==> config.mk <==
export PLATFORM = sky130hd
export DESIGN_NAME = pid_leaky_integral_core
export DESIGN_NICKNAME = d
export VERILOG_FILES = /design/src/pidl_pkg.sv /design/src/pidl_cfg.sv /design/src/pidl_ctrl.sv /design/src/pidl_dpath.sv /design/src/pid_leaky_integral_core.sv
export SDC_FILE = /design/constraint.sdc
export NUM_CORES = 2
export LEC_CHECK = 0
export BUFFER_PORTS_ARGS = -buffer_cell sky130_fd_sc_hd__buf_4
export CAP_MARGIN = 20
export CORE_MARGIN = 2
export CORE_UTILIZATION = 42
export DETAILED_ROUTE_END_ITERATION = 6
export SETUP_SLACK_MARGIN = 0.4
export SLEW_MARGIN = 0
export SYNTH_ARGS = -nofsm -noshare
export SYNTH_HDL_FRONTEND = slang
export SYNTH_HIERARCHICAL = 1
export SYNTH_SLANG_ARGS = --single-unit
==> constraint.sdc <==
create_clock -name clk -period 11.4 [get_ports clk]
set_clock_uncertainty 0.1 [all_clocks]
set_input_delay 1.14 -clock clk [delete_from_list [all_inputs] [get_ports clk]]
set_output_delay 1.14 -clock clk [all_outputs]
set_load 0.02 [all_outputs]
==> src/pidl_pkg.sv <==
`timescale 1ns / 1ps
`default_nettype none
// ----------------------------------------------------------------------------
// pidl_pkg
// Shared types and constants of the leaky-integral pid core: register
// indexes, controller states and the command bundle to the datapath.
// ----------------------------------------------------------------------------
package pidl_pkg;

	localparam int unsigned DATA_W   = 16;
	localparam int unsigned ERR_W    = 17;
	localparam int unsigned DIFF_W   = 18;
	localparam int unsigned OUT_W    = 32;
	localparam int unsigned CFG_IDX_W = 3;

	// reset values of the leak factors, 0.5 in q1.15
	localparam logic [DATA_W-1:0] KEEP_RESET = 16'd16384;
	localparam logic [DATA_W-1:0] TAKE_RESET = 16'd16384;

	// configuration register indexes
	typedef enum logic [CFG_IDX_W-1:0] {
		REG_P_GAIN     = 3'd0,
		REG_I_GAIN     = 3'd1,
		REG_D_GAIN     = 3'd2,
		REG_ACCUM_KEEP = 3'd3,
		REG_ACCUM_TAKE = 3'd4
	} reg_idx_t;

	typedef struct packed {
		logic [DATA_W-1:0] p_gain;
		logic [DATA_W-1:0] i_gain;
		logic [DATA_W-1:0] d_gain;
		logic [DATA_W-1:0] accum_keep;
		logic [DATA_W-1:0] accum_take;
	} cfg_t;

	// controller states, one per step of the product schedule
	typedef enum logic [2:0] {
		ST_IDLE,
		ST_TAKE,
		ST_KEEP,
		ST_ACC,
		ST_PTERM,
		ST_ITERM,
		ST_DTERM,
		ST_CORR
	} state_t;

	// operand pairs of the shared multiplier
	typedef enum logic [2:0] {
		MUL_TAKE,
		MUL_KEEP,
		MUL_P,
		MUL_I,
		MUL_D
	} mul_op_t;

	typedef struct packed {
		logic    load;
		logic    mul_en;
		mul_op_t mul_op;
		logic    sum_ld;
		logic    acc_ld;
		logic    tp_ld;
		logic    ti_ld;
		logic    drive_ld;
		logic    out_ld;
	} cmd_t;

	typedef struct packed {
		logic out_busy;
	} status_t;

endpackage
`default_nettype wire

==> src/pidl_cfg.sv <==
`timescale 1ns / 1ps
`default_nettype none
// ----------------------------------------------------------------------------
// pidl_cfg
// Configuration register file: gains and leak factors, written by index.
// ----------------------------------------------------------------------------
module pidl_cfg
	import pidl_pkg::*;
(
	input  wire logic                 clk,
	input  wire logic                 arst_n,
	input  wire logic                 wr_en,
	input  wire logic [CFG_IDX_W-1:0] wr_index,
	input  wire logic [DATA_W-1:0]    wr_data,
	output cfg_t                      cfg
);

	cfg_t cfg_q;

	// register writes, unknown indexes are dropped
	always_ff @(posedge clk or negedge arst_n) begin
		if (!arst_n) begin
			cfg_q.p_gain     <= '0;
			cfg_q.i_gain     <= '0;
			cfg_q.d_gain     <= '0;
			cfg_q.accum_keep <= KEEP_RESET;
			cfg_q.accum_take <= TAKE_RESET;
		end else if (wr_en) begin
			unique case (wr_index)
				REG_P_GAIN:     cfg_q.p_gain     <= wr_data;
				REG_I_GAIN:     cfg_q.i_gain     <= wr_data;
				REG_D_GAIN:     cfg_q.d_gain     <= wr_data;
				REG_ACCUM_KEEP: cfg_q.accum_keep <= wr_data;
				REG_ACCUM_TAKE: cfg_q.accum_take <= wr_data;
				default: ;
			endcase
		end
	end

	assign cfg = cfg_q;

endmodule
`default_nettype wire

==> src/pidl_ctrl.sv <==
`timescale 1ns / 1ps
`default_nettype none
// ----------------------------------------------------------------------------
// pidl_ctrl
// Sequencer of the pid core: steps one request through the shared
// multiplier schedule and hands the result to the output register.
// ----------------------------------------------------------------------------
module pidl_ctrl
	import pidl_pkg::*;
(
	input  wire logic clk,
	input  wire logic arst_n,
	input  wire logic sample_valid,
	input  status_t   status,
	output logic      busy,
	output cmd_t      cmd
);

	state_t state_q;
	state_t state_d;

	// state register
	always_ff @(posedge clk or negedge arst_n) begin
		if (!arst_n) begin
			state_q <= ST_IDLE;
		end else begin
			state_q <= state_d;
		end
	end

	// next state and commands
	always_comb begin
		state_d = state_q;
		cmd = '0;
		cmd.mul_op = MUL_TAKE;
		unique case (state_q)
			ST_IDLE: begin
				if (sample_valid) begin
					cmd.load = 1'b1;
					state_d = ST_TAKE;
				end
			end
			ST_TAKE: begin
				cmd.mul_en = 1'b1;
				cmd.mul_op = MUL_TAKE;
				state_d = ST_KEEP;
			end
			ST_KEEP: begin
				cmd.mul_en = 1'b1;
				cmd.mul_op = MUL_KEEP;
				cmd.sum_ld = 1'b1;
				state_d = ST_ACC;
			end
			ST_ACC: begin
				cmd.acc_ld = 1'b1;
				cmd.mul_en = 1'b1;
				cmd.mul_op = MUL_P;
				state_d = ST_PTERM;
			end
			ST_PTERM: begin
				cmd.tp_ld = 1'b1;
				cmd.mul_en = 1'b1;
				cmd.mul_op = MUL_I;
				state_d = ST_ITERM;
			end
			ST_ITERM: begin
				cmd.ti_ld = 1'b1;
				cmd.mul_en = 1'b1;
				cmd.mul_op = MUL_D;
				state_d = ST_DTERM;
			end
			ST_DTERM: begin
				cmd.drive_ld = 1'b1;
				state_d = ST_CORR;
			end
			ST_CORR: begin
				// wait for room in the output register
				if (!status.out_busy) begin
					cmd.out_ld = 1'b1;
					state_d = ST_IDLE;
				end
			end
			default: state_d = ST_IDLE;
		endcase
	end

	assign busy = (state_q != ST_IDLE);

endmodule
`default_nettype wire

==> src/pidl_dpath.sv <==
`timescale 1ns / 1ps
`default_nettype none
// ----------------------------------------------------------------------------
// pidl_dpath
// Datapath of the pid core: error and difference, one shared signed
// multiplier, the leaky accumulator, term saturation and the result register.
// ----------------------------------------------------------------------------
module pidl_dpath
	import pidl_pkg::*;
(
	input  wire logic                     clk,
	input  wire logic                     arst_n,
	input  cmd_t                          cmd,
	input  cfg_t                          cfg,
	input  wire logic signed [DATA_W-1:0] set_point,
	input  wire logic signed [DATA_W-1:0] measurement,
	input  wire logic                     result_stall,
	output status_t                       status,
	output logic                          result_valid,
	output logic signed [OUT_W-1:0]       drive,
	output logic signed [OUT_W-1:0]       corrected_value,
	output logic                          saturated
);

	localparam int unsigned MA_W  = 33;
	localparam int unsigned MB_W  = 18;
	localparam int unsigned MP_W  = MA_W + MB_W;
	localparam int unsigned SUM_W = 50;

	// clip to 32 bits, top bit of the result flags a clip
	function automatic logic [OUT_W:0] sat32(input logic signed [MP_W-1:0] x);
		logic [OUT_W:0] r;
		if (x > 51'sd2147483647) begin
			r = {1'b1, 32'h7fff_ffff};
		end else if (x < -51'sd2147483648) begin
			r = {1'b1, 32'h8000_0000};
		end else begin
			r = {1'b0, x[OUT_W-1:0]};
		end
		return r;
	endfunction

	logic signed [ERR_W-1:0]  err_q;
	logic signed [ERR_W-1:0]  last_err_q;
	logic signed [DIFF_W-1:0] diff_q;
	logic signed [DATA_W-1:0] meas_q;
	logic signed [OUT_W-1:0]  accum_q;
	logic signed [MP_W-1:0]   mq_q;
	logic signed [SUM_W-1:0]  sum_q;
	logic signed [OUT_W-1:0]  tp_q;
	logic signed [OUT_W-1:0]  ti_q;
	logic signed [OUT_W-1:0]  drive_q;
	logic                     clip_q;
	logic                     out_valid_q;
	logic signed [OUT_W-1:0]  drive_out_q;
	logic signed [OUT_W-1:0]  corr_out_q;
	logic                     sat_out_q;

	logic signed [ERR_W-1:0]  err_c;
	logic signed [DIFF_W-1:0] diff_c;
	logic signed [MA_W-1:0]   mul_a;
	logic signed [MB_W-1:0]   mul_b;
	logic signed [MP_W-1:0]   prod_c;
	logic signed [SUM_W-1:0]  acc_sum_c;
	logic signed [MP_W-1:0]   acc_rnd_c;
	logic signed [MP_W-1:0]   ti_rnd_c;
	logic [OUT_W:0]           acc_sat_c;
	logic [OUT_W:0]           tp_sat_c;
	logic [OUT_W:0]           ti_sat_c;
	logic [OUT_W:0]           td_sat_c;
	logic [OUT_W:0]           drive_sat_c;
	logic [OUT_W:0]           corr_sat_c;
	logic signed [OUT_W+1:0]  term_sum_c;
	logic signed [OUT_W:0]    corr_sum_c;
	logic signed [OUT_W-1:0]  td_c;

	// error and difference of the incoming request
	assign err_c  = {set_point[DATA_W-1], set_point} - {measurement[DATA_W-1], measurement};
	assign diff_c = {err_c[ERR_W-1], err_c} - {last_err_q[ERR_W-1], last_err_q};

	// operand select of the shared multiplier
	always_comb begin
		mul_a = '0;
		mul_b = '0;
		unique case (cmd.mul_op)
			MUL_TAKE: begin
				mul_a = MA_W'(err_q);
				mul_b = {2'b00, cfg.accum_take};
			end
			MUL_KEEP: begin
				mul_a = MA_W'(accum_q);
				mul_b = {2'b00, cfg.accum_keep};
			end
			MUL_P: begin
				mul_a = MA_W'(err_q);
				mul_b = MB_W'(signed'(cfg.p_gain));
			end
			MUL_I: begin
				mul_a = MA_W'(accum_q);
				mul_b = MB_W'(signed'(cfg.i_gain));
			end
			MUL_D: begin
				mul_a = MA_W'(diff_q);
				mul_b = MB_W'(signed'(cfg.d_gain));
			end
			default: begin
				mul_a = '0;
				mul_b = '0;
			end
		endcase
	end

	assign prod_c = mul_a * mul_b;

	// accumulator: sum at 23 fraction bits, round half up to 8
	assign acc_sum_c = sum_q + mq_q[SUM_W-1:0];
	assign acc_rnd_c = (MP_W'(acc_sum_c) + MP_W'(51'sd16384)) >>> 15;
	assign acc_sat_c = sat32(acc_rnd_c);

	// terms
	assign tp_sat_c = sat32(mq_q);
	assign ti_rnd_c = (mq_q + 51'sd128) >>> 8;
	assign ti_sat_c = sat32(ti_rnd_c);
	assign td_sat_c = sat32(mq_q);
	assign td_c     = signed'(td_sat_c[OUT_W-1:0]);

	// drive and corrected value
	assign term_sum_c  = (OUT_W+2)'(tp_q) + (OUT_W+2)'(ti_q) + (OUT_W+2)'(td_c);
	assign drive_sat_c = sat32(MP_W'(term_sum_c));
	assign corr_sum_c  = (OUT_W+1)'(signed'({meas_q, 8'h00})) + (OUT_W+1)'(drive_q);
	assign corr_sat_c  = sat32(MP_W'(corr_sum_c));

	// loop state
	always_ff @(posedge clk or negedge arst_n) begin
		if (!arst_n) begin
			last_err_q <= '0;
			accum_q    <= '0;
		end else begin
			if (cmd.load) begin
				last_err_q <= err_c;
			end
			if (cmd.acc_ld) begin
				accum_q <= signed'(acc_sat_c[OUT_W-1:0]);
			end
		end
	end

	// working registers
	always_ff @(posedge clk) begin
		if (cmd.load) begin
			err_q  <= err_c;
			diff_q <= diff_c;
			meas_q <= measurement;
		end
		if (cmd.mul_en) begin
			mq_q <= prod_c;
		end
		if (cmd.sum_ld) begin
			sum_q <= {mq_q[SUM_W-9:0], 8'h00};
		end
		if (cmd.tp_ld) begin
			tp_q <= signed'(tp_sat_c[OUT_W-1:0]);
		end
		if (cmd.ti_ld) begin
			ti_q <= signed'(ti_sat_c[OUT_W-1:0]);
		end
		if (cmd.drive_ld) begin
			drive_q <= signed'(drive_sat_c[OUT_W-1:0]);
		end
	end

	// clip flag over the whole step
	always_ff @(posedge clk) begin
		if (cmd.load) begin
			clip_q <= 1'b0;
		end else begin
			clip_q <= clip_q
				| (cmd.acc_ld & acc_sat_c[OUT_W])
				| (cmd.tp_ld & tp_sat_c[OUT_W])
				| (cmd.ti_ld & ti_sat_c[OUT_W])
				| (cmd.drive_ld & (td_sat_c[OUT_W] | drive_sat_c[OUT_W]));
		end
	end

	// result register
	always_ff @(posedge clk or negedge arst_n) begin
		if (!arst_n) begin
			out_valid_q <= 1'b0;
		end else if (cmd.out_ld) begin
			out_valid_q <= 1'b1;
		end else if (!result_stall) begin
			out_valid_q <= 1'b0;
		end
	end

	always_ff @(posedge clk) begin
		if (cmd.out_ld) begin
			drive_out_q <= drive_q;
			corr_out_q  <= signed'(corr_sat_c[OUT_W-1:0]);
			sat_out_q   <= clip_q | corr_sat_c[OUT_W];
		end
	end

	assign status.out_busy = out_valid_q & result_stall;
	assign result_valid    = out_valid_q;
	assign drive           = drive_out_q;
	assign corrected_value = corr_out_q;
	assign saturated       = sat_out_q;

endmodule
`default_nettype wire

==> src/pid_leaky_integral_core.sv <==
`timescale 1ns / 1ps
`default_nettype none
// ----------------------------------------------------------------------------
// pid_leaky_integral_core
// Fixed point pid controller with a leaky integral term.
// ----------------------------------------------------------------------------
// One request at a time: a sample is taken in the idle state and its result
// goes to the output register in the last step of the schedule; no new sample
// is accepted before then. The schedule is set by the single 33 x 18 signed
// multiplier, which forms the five products (error*take, accum*keep, P, I, D)
// one after another, plus the steps for accumulator rounding and the final
// sums. A result that is not taken holds the core in its last step; the next
// sample is accepted as soon as the result has moved to the output register.
// ----------------------------------------------------------------------------
module pid_leaky_integral_core
	import pidl_pkg::*;
(
	input  wire logic                     clk,
	input  wire logic                     arst_n,
	// sample channel
	input  wire logic                     sample_valid,
	output logic                          sample_stall,
	input  wire logic signed [DATA_W-1:0] set_point,
	input  wire logic signed [DATA_W-1:0] measurement,
	// result channel
	output logic                          result_valid,
	input  wire logic                     result_stall,
	output logic signed [OUT_W-1:0]       drive,
	output logic signed [OUT_W-1:0]       corrected_value,
	output logic                          saturated,
	// configuration channel
	input  wire logic                     cfg_valid,
	output logic                          cfg_ready,
	input  wire logic [CFG_IDX_W-1:0]     cfg_index,
	input  wire logic [DATA_W-1:0]        cfg_data
);

	cfg_t    cfg;
	cmd_t    cmd;
	status_t status;
	logic    busy;

	// configuration registers
	assign cfg_ready = 1'b1;

	pidl_cfg u_cfg (
		.clk      (clk),
		.arst_n   (arst_n),
		.wr_en    (cfg_valid & cfg_ready),
		.wr_index (cfg_index),
		.wr_data  (cfg_data),
		.cfg      (cfg)
	);

	// sequencer
	pidl_ctrl u_ctrl (
		.clk          (clk),
		.arst_n       (arst_n),
		.sample_valid (sample_valid),
		.status       (status),
		.busy         (busy),
		.cmd          (cmd)
	);

	assign sample_stall = busy;

	// datapath
	pidl_dpath u_dpath (
		.clk             (clk),
		.arst_n          (arst_n),
		.cmd             (cmd),
		.cfg             (cfg),
		.set_point       (set_point),
		.measurement     (measurement),
		.result_stall    (result_stall),
		.status          (status),
		.result_valid    (result_valid),
		.drive           (drive),
		.corrected_value (corrected_value),
		.saturated       (saturated)
	);

	// an accepted sample keeps the core busy in the next cycle
	a_busy_after_accept: assert property (@(posedge clk) disable iff (!arst_n)
		(sample_valid && !sample_stall) |=> sample_stall)
		else $error("core not busy after sample accept");

	// result register is never overwritten while it holds an untaken result
	a_no_overwrite: assert property (@(posedge clk) disable iff (!arst_n)
		cmd.out_ld |-> !(result_valid && result_stall))
		else $error("result register overwritten");

	// at most one register stage of the schedule is loaded in a cycle
	a_one_step: assert property (@(posedge clk) disable iff (!arst_n)
		$onehot0({cmd.load, cmd.acc_ld, cmd.tp_ld, cmd.ti_ld, cmd.drive_ld, cmd.out_ld}))
		else $error("overlapping schedule steps");

endmodule
`default_nettype wire

* Word-level counts from Yosys, hierarchy flattened
Cells that the tools add are included.
W data, S select, Z words.
** Storage, ports and cells
- Output and inout port bits :: 68
- Input port bits :: 56
- Flip-flop bits (word level) :: 439
** Cells by class
- Reductions and logical operators :: 12
- Bitwise logic cells :: 11
- Order comparisons :: 10
- Multipliers :: 1
- Equality and inequality tests :: 18
- Add/subtract/negate cells :: 8
- Muxes and demuxes :: 27
** Operator list (count)
- $mux W33 :: 10
- $pmux W33 S3 :: 1
- $pmux W18 S5 :: 1
- $add A50 B16 Y51 const B :: 1
- $add A51 B9 Y51 const B :: 1
- $gt A51 B32 Y1 const B :: 1
- $lt A51 B32 Y1 const B :: 1
- $mul A33 B18 Y51 :: 1
- $add A50 B50 Y50 :: 1
- $gt A43 B32 Y1 const B :: 1
- $lt A43 B32 Y1 const B :: 1
- $gt A36 B32 Y1 const B :: 1
- $lt A36 B32 Y1 const B :: 1
- $add A33 B32 Y34 :: 1
- $gt A34 B32 Y1 const B :: 1
- $lt A34 B32 Y1 const B :: 1
- $add A24 B32 Y33 :: 1
- $add A32 B32 Y33 :: 1
- $gt A33 B32 Y1 const B :: 1
- $lt A33 B32 Y1 const B :: 1
- $pmux W3 S8 :: 1
- $pmux W4 S5 :: 1
- $eq A3 B2 Y1 const B :: 6
- $eq A3 B3 Y1 const B :: 6
- 13 further kinds :: 44

* Longest topological paths before layout
- Word-level depth :: 10
- Mapped depth :: 39
- Mapped depth without buffers :: 35

* Hierarchy
Netlist, hierarchy kept.
** Modules (own cells, without submodules)
- pidl_dpath :: area an instance 42100.4 um2, seq. area each 10430.0 um2, cells an instance 4468, times used 1
- pidl_cfg :: area an instance 3052.9 um2, seq. area each 2004.4 um2, cells an instance 173, times used 1
- pidl_ctrl :: area an instance 351.6 um2, seq. area each 75.1 um2, cells an instance 39, times used 1
- pid_leaky_integral_core :: area an instance 11.3 um2, seq. area each 0.0 um2, cells an instance 2, times used 1

* Worst setup path before layout
OpenSTA, ideal clock, no wires.
- Path type :: register -> register
- Start :: register u_ctrl.state_q[1]
- End :: register u_dpath.mq_q[47], data pin
- Buffers on the path :: 6
- Data required time :: 11037 ps
- Slack :: -920 ps
- Library setup time :: 263 ps
- Cell stages (with the launch flop) :: 39
- Data arrival time :: 11958 ps
- Path through :: dfrtp_1 > buf_6 > inv_2 > nor3_1 > o21a_1 > clkbuf_1 > nor2b_1 > clkbuf_1 > buf_1 > buf_1 > nand2_1 > o21ai_1 > clkbuf_1 > nand2_1 > fa_1 > inv_1 > fa_1 > inv_1 > [... 3 more ...] > fa_1 > inv_1 > fa_1 > inv_1 > ha_1 > a21o_1 > a21o_1 > a221oi_1 > o21ai_0 > a21o_1 > a221oi_1 > o31ai_1 > o211a_1 > o21a_1 > o21ai_0 > nand2b_1 > a311oi_1 > xnor2_1
** RTL lines
- start: declaration :: RTL line pidl_ctrl.sv:19 : state_t state_q;
- start signal: assignment :: RTL line pidl_ctrl.sv:27 : state_q <= state_d;
- end signal: assignment :: RTL line pidl_dpath.sv:156 : mq_q <= prod_c;
- end: declaration :: RTL line pidl_dpath.sv:48 : logic signed [MP_W-1:0] mq_q;

==> impl_metrics.ini <==
[layout]
finalNetCount = 5654
area_growth_pct = 9.58
layout-drive-gt1-share_pct = 9.36
final_common_cell = inv_1
num_antenna_cells = 0
final_cell_mix = inv_1 (784), fa_1 (595), nand2_1 (551), nor2_1 (311), edfxtp_1 (305)

[yosys]
syn_area_mm2 = 0.0455
synth_seq_area_share_pct = 27.5
synth_top_flop_cell = edfxtp_1
ys_ff_latch = 439
synth-warning-count = 6
syn_nets = 5588
synth-edff-count = 305
synthArstFlopShare_pct = 30.3
synth.distinct_cells = 94
syn_inst = 4682
syn_avg_cell_area_um2 = 9.72

[place]
gp_congestion = 0.915
dp_slack_ps = 1070
dp_hpwl_um = 92900
portBuffers = 122

[sta]
worst_slack_ps = 1240
finalSetupViolations = 0
min_period_ps = 10160
finalCritPeriodShare_pct = 89.1
max_clock_freq_mhz = 98.4
tightest_slew_ps = 1110
setup_tns_ps = 0
final-max-slew-violation-count = 0
rsz0062_at_grt = false
hold_viol = 0
slew-limit-headroom_pct = 25.6

[floorplanning]
io_pins = 124
row_count = 120
dieArea_mm2 = 0.111
die_x_um = 333
start_util_pct = 42.4
core-area_mm2 = 0.107
dieHeight_um = 333

[worst_setup_path]
path_class = register to register
cp_slowest_stage_delay_ps = 650
reg2reg_depth = 33
worstPathMaxFanout = 32
critPathArrivalTime_ps = 10400
cpMaxStageDelayCell = nor2b_4
critPathCaptureType = register
required_ps = 11640
crit_path_start_kind = register

[worst_hold_path]
hp-class = register to register
whs_path_depth = 0

[routing]
drc = 0
drtPass1Iterations = 6
routed_via_density = 5.28
first_iter_violations = 2148
vias = 32700
postRouteAntennaNets = 0
totalWireLength_um = 117000
post_drt_wl_per_cell_um = 19.0

[global_routing]
globalRouteTotalUtil_pct = 21.5
grt_pass1_vias = 33800
grt_pass1_wl_um = 188000
overflow = 0
antenna_found_initial = 0
grt_max_degree = 79

[clocking]
clockRootBuffer = clkbuf_16
path_clk_slew_ps = 60
clk_latency_ps = 640
cts_buffers = 50
tritoncts = built
ctsLongestPathBuffers = 3
htreeDepth = 2
clkSinkCount = 439

[run]
maxCapViolCount = 0

[outcome]
status = completed
==> cells by family (layout without fill, tap and decap cells) <==
kind of cell	after synthesis	count (layout)	share of synthesized area (%)
AO/OA/AOI/OAI	768	768	10.6
XOR/XNOR	193	193	3.71
adder cells (fa/ha/maj)	851	851	33.2
buffers and inverters	973	1079	8.29
flip-flops	439	439	27.5
multiplexers	134	134	3.18
other	1	1	0.00824
AND/OR/NAND/NOR	1323	1323	13.5
==> through the flow <==
| stage | std cells | cell area [um^2] | util (%) | hold WS, ps |
|---|---|---|---|---|
| detailed placement | 6096 | 48100 | 44.8 | 339 |
| CTS | 6188 | 49800 | 46.4 | 353 |
| global placement | 6096 | 48100 | 44.8 | 334 |
| global route | 6191 | 49900 | 46.5 | 365 |
| floorplan | 4682 | 45500 | - | 327 |
| finish | 6191 | 49900 | 46.5 | 352 |
==> what timing repair did <==
item,CTS,global route
setup buffers,0,0
gates resized for setup,0,11
hold buffers,0,0
hold endpoints to repair,0,0
endpoints found under the setup margin,0,2
==> cell usage after synthesis (13+ instances only) <==
cell type  instances  area share, %
or3_1             18           0.25
nor2b_1           54           0.74
edfxtp_1         305             20
o21ai_0          163            1.8
o21ai_1           16           0.18
mux2i_1           48            1.1
buf_1             13           0.11
nor3_1            42           0.46
fa_1             595             26
o22ai_1           20           0.27
nor2_1           314            2.6
nand2b_1          34           0.47
clkbuf_1         142            1.2
nand4_1           38           0.52
ha_1             255            7.0
buf_2             16           0.18
xnor2_1          118            2.3
or2_2             15           0.21
and3_1            24           0.33
nor4_1            22           0.30
inv_1            784            6.5
nand3_1           78           0.86
o21bai_1          13           0.21
a21boi_0          17           0.28
dfrtp_1          131            7.2
mux2_2            86            2.1
o31ai_1           17           0.28
xor2_1            75            1.4
nand2_1          551            4.5
a21o_1           122            2.0
a21oi_1          216            2.4
and2_1            86            1.2
a31oi_1           43           0.59
o21a_1            31           0.51
==> worst paths after layout <==
| kind | slack, ps | start | end |
|---|---|---|---|
| worst max-delay path | 1240 | u_ctrl/state_q[2] | u_dpath/mq_q[47] |
| worst min-delay path | 350 | u_dpath/drive_q[6] | u_dpath/drive[6] |
| worst max register to register | 1240 | u_ctrl/state_q[2] | u_dpath/mq_q[47] |
| worst min register to register | 350 | u_dpath/drive_q[6] | u_dpath/drive[6] |
| max in group asynchronous | 9440 | arst_n | u_dpath/accum_q[26] |
| min in group asynchronous | 450 | arst_n | u_cfg/cfg[1] |
==> per-layer routing <==
| layer | vias up | routed length, um | global-route usage [%] |
|---|---|---|---|
| met2 | 867 | 53800 | 34.7 |
| met1 | 16200 | 53100 | 29.9 |
| met3 | 156 | 7210 | 3.53 |
| met5 | - | 0 | 0 |
| li1 | 15400 | - | - |
| met4 | 0 | 3240 | 5.91 |
==> cell type report <==
| type | instances | area [um^2] |
|---|---|---|
| clock buffers | 58 | 1300 |
| clock inverters | 34 | 353 |
| fillers | 10200 | 57500 |
| inverters | 786 | 2950 |
| multi-input cells | 3270 | 29500 |
| flip-flops and latches | 439 | 12500 |
| well taps | 1403 | 1760 |
| repair buffers | 201 | 1520 |
==> worst max-delay path, delay by kind of cell (launching register included) <==
family,cells,cell delay [ps]
buffers and inverters,8,1150
and+or+nand+nor,4,1090
adders and majority gates,7,3300
DFF,1,640
AOI/OAI and AO/OA,13,3420
xor gates and xnor gates,1,110
==> sequential cells by signal, indices dropped and copies added (netlist names) <==
register,count
u_dpath/drive_q,32
u_dpath/drive,32
u_dpath/mq_q,51
u_dpath/ti_q,32
u_dpath/tp_q,32
u_dpath/accum_q,32
u_dpath/saturated,1
u_dpath/sum_q,42
u_dpath/clip_q,1
u_dpath/err_q,17
u_cfg/cfg,80
u_dpath/result_valid,1
u_dpath/meas_q,16
u_dpath/last_err_q,17
u_dpath/corrected_value,32
u_ctrl/state_q,3
u_dpath/diff_q,18
Power is left out: the tool's default activity adds up to more than one toggle a clock period on the data nets, which glitch-free logic cannot reach.
